[src/rtl/tmv_pkg.sv]
// shared constants, types and saturating helpers of the trend/momentum/volatility signal
// used by tmv_div, the top level and the checker; depends on nothing
package tmv_pkg;

	localparam int DEF_MAX_WINDOW = 64;
	localparam int DEF_PRICE_BITS = 32;

	localparam int SUM_BITS     = 38;
	localparam int COUNT_BITS   = 8;
	localparam int RSI_BITS     = 15;
	localparam int MUL_B_BITS   = 15;
	localparam int DIV_NUM_BITS = SUM_BITS + MUL_B_BITS;
	localparam int DIV_DEN_BITS = SUM_BITS + 1;
	localparam int CFG_BITS     = 7;
	localparam int CFG_IDX_BITS = 3;
	localparam int NUM_REGS     = 5;

	localparam logic [COUNT_BITS-1:0] COUNT_MAX = 8'd255;
	localparam logic [RSI_BITS-1:0]   RSI_FULL  = 15'd25600;
	localparam logic [RSI_BITS-1:0]   RSI_MID   = 15'd12800;

	// register indexes of the configuration port
	localparam logic [CFG_IDX_BITS-1:0] REG_FAST      = 3'd0;
	localparam logic [CFG_IDX_BITS-1:0] REG_SLOW      = 3'd1;
	localparam logic [CFG_IDX_BITS-1:0] REG_RSI       = 3'd2;
	localparam logic [CFG_IDX_BITS-1:0] REG_RANGE     = 3'd3;
	localparam logic [CFG_IDX_BITS-1:0] REG_RANGE_AVG = 3'd4;

	localparam logic [CFG_BITS-1:0] RST_FAST      = 7'd20;
	localparam logic [CFG_BITS-1:0] RST_SLOW      = 7'd50;
	localparam logic [CFG_BITS-1:0] RST_RSI       = 7'd14;
	localparam logic [CFG_BITS-1:0] RST_RANGE     = 7'd14;
	localparam logic [CFG_BITS-1:0] RST_RANGE_AVG = 7'd20;

	localparam logic [1:0] SIG_NONE  = 2'b00;
	localparam logic [1:0] SIG_LONG  = 2'b01;
	localparam logic [1:0] SIG_SHORT = 2'b11;
	localparam logic [1:0] SIG_BAD   = 2'b10;

	typedef struct packed {
		logic                    start;
		logic [DIV_NUM_BITS-1:0] dividend;
		logic [DIV_DEN_BITS-1:0] divisor;
	} div_req_t;

	typedef struct packed {
		logic                    done;
		logic [DIV_NUM_BITS-1:0] quotient;
	} div_rsp_t;

	function automatic logic [SUM_BITS-1:0] sat_add(input logic [DIV_NUM_BITS-1:0] a,
			input logic [DIV_NUM_BITS-1:0] b);
		logic [DIV_NUM_BITS:0] s;
		s = {1'b0, a} + {1'b0, b};
		if (s[DIV_NUM_BITS:SUM_BITS] != '0)
			return '1;
		return s[SUM_BITS-1:0];
	endfunction

	function automatic logic [SUM_BITS-1:0] sub_floor(input logic [DIV_NUM_BITS-1:0] a,
			input logic [DIV_NUM_BITS-1:0] b);
		logic [DIV_NUM_BITS-1:0] d;
		d = a - b;
		if (b > a)
			return '0;
		return d[SUM_BITS-1:0];
	endfunction

endpackage

[src/rtl/tmv_div.sv]
// shared restoring divider, one quotient bit per cycle
// depends on tmv_pkg for widths and the request/response structs
module tmv_div (
	input  logic              clk,
	input  logic              arst_n,
	input  tmv_pkg::div_req_t req,
	output tmv_pkg::div_rsp_t rsp
);
	import tmv_pkg::*;

	localparam int CNT_BITS = $clog2(DIV_NUM_BITS + 1);

	logic                    busy_q;
	logic                    done_q;
	logic [CNT_BITS-1:0]     cnt_q;
	logic [DIV_DEN_BITS-1:0] rem_q;
	logic [DIV_DEN_BITS-1:0] den_q;
	logic [DIV_NUM_BITS-1:0] quo_q;
	logic [DIV_DEN_BITS:0]   trial;
	logic [DIV_DEN_BITS:0]   diff;
	logic                    ge;

	assign trial = {rem_q, quo_q[DIV_NUM_BITS-1]};
	assign diff  = trial - {1'b0, den_q};
	assign ge    = trial >= {1'b0, den_q};

	always_ff @(posedge clk or negedge arst_n) begin
		if (!arst_n) begin
			busy_q <= 1'b0;
			done_q <= 1'b0;
			cnt_q  <= '0;
		end else begin
			done_q <= 1'b0;
			if (req.start) begin
				busy_q <= 1'b1;
				cnt_q  <= CNT_BITS'(DIV_NUM_BITS);
			end else if (busy_q) begin
				cnt_q <= cnt_q - 1'b1;
				if (cnt_q == CNT_BITS'(1)) begin
					busy_q <= 1'b0;
					done_q <= 1'b1;
				end
			end
		end
	end

	always_ff @(posedge clk) begin
		if (req.start) begin
			rem_q <= '0;
			quo_q <= req.dividend;
			den_q <= req.divisor;
		end else if (busy_q) begin
			rem_q <= ge ? diff[DIV_DEN_BITS-1:0] : trial[DIV_DEN_BITS-1:0];
			quo_q <= {quo_q[DIV_NUM_BITS-2:0], ge};
		end
	end

	assign rsp.done     = done_q;
	assign rsp.quotient = quo_q;

endmodule

[config.mk]
export PLATFORM = sky130hd
export DESIGN_NAME = tmv_div
export DESIGN_NICKNAME = d
export VERILOG_FILES = /design/src/rtl/tmv_pkg.sv /design/src/rtl/tmv_div.sv
export SDC_FILE = /design/constraint.sdc
export NUM_CORES = 1
export LEC_CHECK = 0
export ABC_AREA = 1
export BUFFER_PORTS_ARGS = -buffer_cell sky130_fd_sc_hd__buf_2
export CAP_MARGIN = 20
export CORE_UTILIZATION = 53
export CTS_BUF_LIST = sky130_fd_sc_hd__clkbuf_4
export CTS_CLUSTER_DIAMETER = 120
export DETAILED_ROUTE_END_ITERATION = 16
export HOLD_SLACK_MARGIN = 0.15
export PLACE_DENSITY = 0.82
export SLEW_MARGIN = 10
export SYNTH_ARGS = -nofsm -noshare
export SYNTH_HDL_FRONTEND = slang
export SYNTH_SLANG_ARGS = --single-unit
[constraint.sdc]
create_clock -name clk -period 2.2 [get_ports clk]
set_input_delay 0.11 -clock clk [delete_from_list [all_inputs] [get_ports clk]]
set_output_delay 0.11 -clock clk [all_outputs]
set_load 0.01 [all_outputs]
==> results.md, run 1 <==
* Worst path slowest cell: edfxtp_1
* Pwr Total at between 6 and 7 mW
* First-pass GRT wire length at 40200 µm
* Relative slew slack at 0.596
* Area contributors post-synth: edfxtp_1 (32%), nand2_1 (24%), dfxtp_1 (9.1%)
* Crit path capture: rem_q[20]$_SDFFE_PP0P_
* Worst skew pair latency at between 600 and 700 ps
* Crit end category: register
* Final count of pins violating max slew at 0
* Main synth FF type: edfxtp_1
* Port Buffers at approximately 150
* Crit share post-route at 1.02
* RSZ-0062 raised after global routing: yes
* Max_cap viols at 0
* Fin cells at between 1500 and 2000
* Buf/Inv on CP at 3
* Die width at approximately 130 µm
* Final Cell Area at ~12000 µm²
* Final setup viols at 11
* H-tree levels at 4
* Vias at roughly 9100
* Grt ovf at 0
* Most used cell, CP: nand2_1
* Final Hold Vio Count at 0
* Vias in the first global route at 8472
* Yosys warns at 0
* Setup CP Type: register to register
* Hold_ws at between 150 and 200 ps
* Root buf cell: clkbuf_4
* Highest Clock Rate at between 400 and 500 MHz
* Total CTS buffers at 17
* Routed Antenna Nets at 0
* Core Footprint at roughly 16000 µm²
* Place WS at -17.5 ps
* Chip height at 129 µm
* Synth area leader: edfxtp_1
* Placed cells at 1610
* Async SR Flop Fraction at 0.0576
* Hold/Removal Path Class: primary input to register
* Flops & latches, synth at about 140
* Worst Reg-to-Reg Cells at 16
* Clk sinks at 139
* Die footprint at 16700 µm²
* Peak supply drop at 392 µV
* Most frequent cell after synthesis: nand2_1
* Final nets at about 1700
* Min cycle time layout at 2250 ps
* CTS tree: done
* Number of fill cells at 1084
* Layout cells sized above 1 at 0.237
* Sequential area share after synthesis at 0.436
* Setup slack, reg-to-reg at -50 ps
* Ports at 149
* DR DRC count at 0
* Synth top area share at 0.322
* Worst-Margin Slew at 605 ps
* Static Leak at ~6.1 nW
* Largest delay share family, worst path: simple AND/OR/NAND/NOR gates
* Largest net degree at the start of global routing at 55
* Row cnt at 46
* Synthesized area at 8590 µm²
* Placed inst area at 9870 µm²
* Critical path origin: den_q[21]$_DFFE_PP_
* Clock buffer depth at 2
* Initial Util at 0.543
* Routed wire length per instance at approximately 15 µm
* Post-synth EDFFs at 92
* Outcome: complete, but fails checks
* Avg Vias per Cell at roughly 5.2
* Delay of the slowest cell on the worst path at slightly above 400 ps
* GP Congestion at between 0.9 and 1
* Area Overhead vs Synth at 38.5%
* Failing checks: setup timing
* Max Fanout on Critical Path at 8
* Total GRT Usage at 0.310
* Synth cell count leaders: nand2_1 (543), nor2_1 (159), inv_1 (154)
* Post-DP HPWL at between 15000 and 20000 µm
* CP cell instances: inv_1, ha_1, nand2_1, nand2_1, nand2_1, nand2_1, a21oi_2, nand2_1, nand2_1, nand4_4, buf_6, clkbuf_16, nor2_2, nor2_1, nand2_1, nand2_1
* Required @ worst endpoint at roughly 2700 ps
* Post-Syn Instances at ~1200
* CP Depth at 16
* Count of cell types in the netlist at 37
* Worst path arrival time at around 2800 ps
* RR Endpoint: rem_q[20]$_SDFFE_PP0P_
* DRT iter0 DRCs at between 600 and 700
* Pre-antenna DRT Iters at 6
* Final WL at 27200 µm
* Pwr dens at 516 nW/µm²
* Worst Setup Start Kind: register
* Launch point of the worst reg-to-reg path: den_q[21]$_DFFE_PP_
* Avg Cell Area, Syn at ~7.0 µm²
* PnR worst setup slack at -47.6 ps
* Worst Clk Skew at between 30 and 40 ps
* Initial antenna violation count at 1
* Syn nets at 1366
* Reg clk slew, reported paths at about 170 ps
[worst min-delay path by stage]
stage / start / endpoint / slack, ps / depth (start not counted)
floorplan: arst_n / busy_q$_DFF_PN0_ / -190 / 0
global placement: arst_n / cnt_q[5]$_DFFE_PN0P_ / -40 / 1
detailed placement: arst_n / cnt_q[5]$_DFFE_PN0P_ / -30 / 1
CTS: req[26] / den_q[26]$_DFFE_PP_ / 200 / 2
global route: req[7] / den_q[7]$_DFFE_PP_ / 180 / 2
finish: req[26] / den_q[26]$_DFFE_PP_ / 200 / 2
[cell type report]
cell class / count / area, µm² / share of cell area
flip-flops and latches: 139 / 3750 / 0.315
diodes: 1 / 2.50 / 0.000210
repair buffers: 307 / 2340 / 0.197
clock buffers: 17 / 128 / 0.0107
inverters: 157 / 589 / 0.0495
multi-input cells: 904 / 4670 / 0.393
clock inverters: 15 / 148 / 0.0124
well taps: 216 / 270 / 0.0227
[what timing repair did]
action | CTS | global route
hold buffers | 95 | 0
pin swaps | 2 | 29
endpoints found under the hold margin | 122 | 0
buffers inserted | 2 | 10
setup endpoints to repair | 18 | 40
cloned | 1 | 5
resized for setup | 8 | 131
[where the power goes]
group | leakage [nW] | internal (mW) | total (mW) | switching (mW)
sequential | 1.37 | 2.97 | 3.08 | 0.107
combinational | 4.54 | 0.594 | 1.30 | 0.709
clock | 0.150 | 0.600 | 1.75 | 1.15
total | 6.06 | 4.17 | 6.14 | 1.97
[sequential cells by signal, summed over array words and instances, names as in the netlist]
name,cells
quo_q,53
done_q,1
rem_q,39
cnt_q,6
den_q,39
busy_q,1
[worst reg2reg max path: cells and delay by family (launching register included)]
family,cells,cell delay [ps]
and+or+nand+nor,11,920
buffers and inverters,3,440
DFF,1,410
adders and majority gates,1,260
AOI/OAI and AO/OA,1,140
[stage by stage]
stage	util	setup TNS, ps
2_1_floorplan	-	0
3_3_place_gp	0.624	0
3_5_place_dp	0.624	-50.5
4_1_cts	0.705	-170
5_1_grt	0.752	-5000
6_report	0.752	-132
[metal layers]
metal,part of all wire,up-vias,GRT usage
li1,-,4406,-
met1,0.40,4213,0.375
met2,0.50,442,0.530
met3,0.082,73,0.0710
met4,0.027,0,0.130
met5,0,-,0
[placed cells by master, fill, tap and decap left out, types with 26 or more instances in the layout]
master         count
nand2_1          514
nand2_2           26
buf_4             49
nor2_1           123
nand3_1           52
nor2_2            27
dfxtp_1           37
buf_2            147
edfxtp_1          92
inv_1            148
dlygate4sd3_1     95
[logic make-up (layout without fill, tap and decap cells)]
family | Yosys count | count (layout) | share of synthesized area
AO/OA/AOI/OAI | 53 | 53 | 0.0347
XOR/XNOR | 21 | 21 | 0.0214
adder cells (fa/ha/maj) | 42 | 42 | 0.0620
buffers and inverters | 186 | 496 | 0.0852
flip-flops | 139 | 139 | 0.436
other | 0 | 1 | 0
AND/OR/NAND/NOR | 788 | 788 | 0.361
No activity file was read; power rests on OpenSTA's default activity.
==> inputs of run 2 (changes only) <==
Settings changed: MAX_ROUTING_LAYER from default to met4.
==> run 2 against run 1 <==
Against the previous run: the run still ends with setup timing left; fmax shrank 2.0%; register-to-register slack lost 50 ps; sequential power barely moved; total power decreased by 1.4%.
==> results.md, run 2 (synthesis gave the netlist of run 1 again) <==
* DRT iter0 DRCs at 719 (was 668)
* Chip height at 129 µm (unchanged)
* Hold Path Depth at 2 (unchanged)
* PnR worst setup slack at -93.9 ps (was -47.6 ps)
* Logic pwr share at 0.217 (was 0.212)
* Total CTS buffers at 17 (unchanged)
* RSZ-0062 raised after global routing: yes (unchanged)
* Vias at 9201 (was 9134)
* RR Endpoint: rem_q[35]$_SDFFE_PP0P_ (was rem_q[20]$_SDFFE_PP0P_)
* Largest net degree at the start of global routing at 68 (was 55)
* Reg clk slew, reported paths at 150 ps (was 170 ps)
* Number of fill cells at 1071 (was 1084)
* Pwr dens at 507 nW/µm² (was 516 nW/µm²)
* Clock Power Share at 0.273 (was 0.286)
* Crit end category: register (unchanged)
* Final WL at 28300 µm (was 27200 µm)
* Area Overhead vs Synth at 38.9% (was 38.5%)
* Layout cells sized above 1 at 0.238 (was 0.237)
* Outcome: complete, but fails checks (unchanged)
* Most frequent cells in the layout: nand2_1 (513), buf_2 (147), inv_1 (140) (was nand2_1 (514), inv_1 (148), buf_2 (147))
* Port Buffers at 148 (unchanged)
* Place WS at -65.8 ps (was -17.5 ps)
* First-pass GRT wire length at 42600 µm (was 40200 µm)
* Core Footprint at 15800 µm² (unchanged)
* Top reg by flops: quo_q (unchanged)
* Die footprint at 16700 µm² (unchanged)
* Highest Clock Rate at 436 MHz (was 445 MHz)
* Net Sw Power at 1.88 mW (was 1.97 mW)
* Avg Vias per Cell at 5.23 (was 5.20)
* CTS tree: done (unchanged)
* Final Hold Vio Count at 0 (unchanged)
* Largest regs: quo_q (53), den_q (39), rem_q (39) (unchanged)
* Worst Reg-to-Reg Cells at 14 (was 16)
* Clock buffer depth at 2 (unchanged)
* Setup slack, reg-to-reg at -90 ps (was -50 ps)
* Grt ovf at 0 (unchanged)
* Row cnt at 46 (unchanged)
* Final count of pins violating max slew at 0 (unchanged)
* Initial Util at 0.543 (unchanged)
* Launch point of the worst reg-to-reg path: quo_q[52]$_DFFE_PP_ (was den_q[21]$_DFFE_PP_)
* Clk sinks at 139 (unchanged)
* Ports at 149 (unchanged)
* Post-DP HPWL at 16600 µm (was 16200 µm)
* Reg power frac at 0.510 (was 0.502)
* Max Fanout on Critical Path at 5 (was 8)
* Relative slew slack at 0.498 (was 0.596)
* Min cycle time layout at 2290 ps (was 2250 ps)
* Crit path capture: rem_q[35]$_SDFFE_PP0P_ (was rem_q[20]$_SDFFE_PP0P_)
* Required @ worst endpoint at 2680 ps (was 2700 ps)
* Setup CP Type: register to register (unchanged)
* Commonest non-fill, non-tap cell in the layout: nand2_1 (unchanged)
* Static Leak at 6.00 nW (was 6.06 nW)
* Internal Pwr Total at 4.17 mW (about the same)
* Hold_sp: req[26] (unchanged)
* Worst path arrival time at 2780 ps (was 2750 ps)
* Vias in the first global route at 8751 (was 8472)
* Core Util, Final at 0.754 (was 0.752)
* Failing checks: setup timing (unchanged)
* Final setup viols at 36 (was 11)
* Routed wire length per instance at 16.1 µm (was 15.5 µm)
* Critical path origin: quo_q[52]$_DFFE_PP_ (was den_q[21]$_DFFE_PP_)
* Final nets at 1667 (was 1663)
* H-tree levels at 4 (unchanged)
* Pwr Total at 6.05 mW (was 6.14 mW)
* Crit share post-route at 1.04 (was 1.02)
* Total GRT Usage at 0.343 (was 0.310)
* Initial antenna violation count at 0 (was 1)
* Worst Setup Start Kind: register (unchanged)
* DR DRC count at 0 (unchanged)
* GP Congestion at 0.996 (was 0.944)
* Max_cap viols at 0 (unchanged)
* Sw Share at 0.311 (was 0.321)
* Max FFs per register at 53 (unchanged)
* Worst Clk Skew at 39.4 ps (was 37.1 ps)
* Worst-Margin Slew at 753 ps (was 605 ps)
* Die width at 129 µm (unchanged)
* Root buf cell: clkbuf_4 (unchanged)
* Hold/Removal Path Class: primary input to register (unchanged)
* Peak supply drop at 449 µV (was 392 µV)
* Worst skew pair latency at 610 ps (about the same)
* Routed Antenna Nets at 0 (unchanged)
* Pre-antenna DRT Iters at 6 (unchanged)
* N_diodes at 0 (was 1)
==> run 2: cell types whose count changed in the layout (fill, tap and decap cells not counted), moves of 6 or more <==
cell	before	now
inv_2	8	15
buf_6	7	1
nor2_1	123	136
nor2_2	27	19
inv_1	148	140
buf_4	49	55
inv_6	8	2
==> run 2: worst max-delay path, stage by stage (launching register included) <==
cell,delay (ps)
edfxtp_1,420
inv_1,90
ha_2,200
fa_2,230
nor2_2,40
o21ai_1,150
nand3_2,130
nand3_2,110
nand4_4,160
clkbuf_16,210
clkbuf_16,170
nor2_1,110
nor2_1,50
nand2_1,70
nand2_1,40
==> run 2: worst min-delay path by stage <==
stage                           end  slack, ps
5_1_grt         den_q[32]$_DFFE_PP_        190
3_5_place_dp       done_q$_DFF_PN0_        -30
4_1_cts         den_q[27]$_DFFE_PP_        210
2_1_floorplan      busy_q$_DFF_PN0_       -190
3_3_place_gp   cnt_q[5]$_DFFE_PN0P_        -40
6_report        den_q[26]$_DFFE_PP_        220
==> run 2: routing by layer <==
layer,routed length [µm],track usage,up-vias
li1,-,-,4416
met1,11000,0.399,4169
met2,13900,0.578,518
met3,2280,0.0615,98
met4,1130,0.154,0
met5,0,-,-
==> run 2: timing repair <==
| item | 4_1_cts | 5_1_grt |
|---|---|---|
| gates cloned | 2 | 7 |
| gates resized for setup | 54 | 71 |
| endpoints found under the setup margin | 40 | 40 |
| hold endpoints to repair | 123 | 0 |
| hold buffers | 95 | 0 |
| pin swaps | 14 | 22 |
| setup buffers | 7 | 5 |
==> run 2: power by group through the flow <==
stage | logic, mW | registers [mW] | clock network (mW)
2_1_floorplan | 0.535 | 3.15 | 0
3_3_place_gp | 0.955 | 3.11 | 0
3_5_place_dp | 0.977 | 3.11 | 0
4_1_cts | 1.19 | 3.06 | 1.63
5_1_grt | 1.43 | 3.10 | 1.76
6_report | 1.32 | 3.08 | 1.65
==> run 2: area by class of cell <==
cell class,instances,area [µm²],share of cell area
Inverter,157,589,0.0494
Clock buffer,19,143,0.0119
Clock inverter,13,121,0.0102
Tap cell,216,270,0.0226
Sequential cell,139,3750,0.314
Timing Repair Buffer,311,2400,0.201
Multi-Input combinational cell,904,4670,0.391
==> run 2: metrics by stage <==
| stage | instance area [µm²] | hold WS, ps | TNS [ps] | instances |
|---|---|---|---|---|
| after floorplan | 8590 | -186 | 0 | 1229 |
| after global placement | 9890 | -38.2 | 0 | 1613 |
| after detailed placement | 9890 | -34.9 | -1150 | 1613 |
| after CTS | 11600 | 207 | 0 | 1749 |
| after global routing | 11900 | 194 | -4250 | 1759 |
| final | 11900 | 216 | -1290 | 1759 |
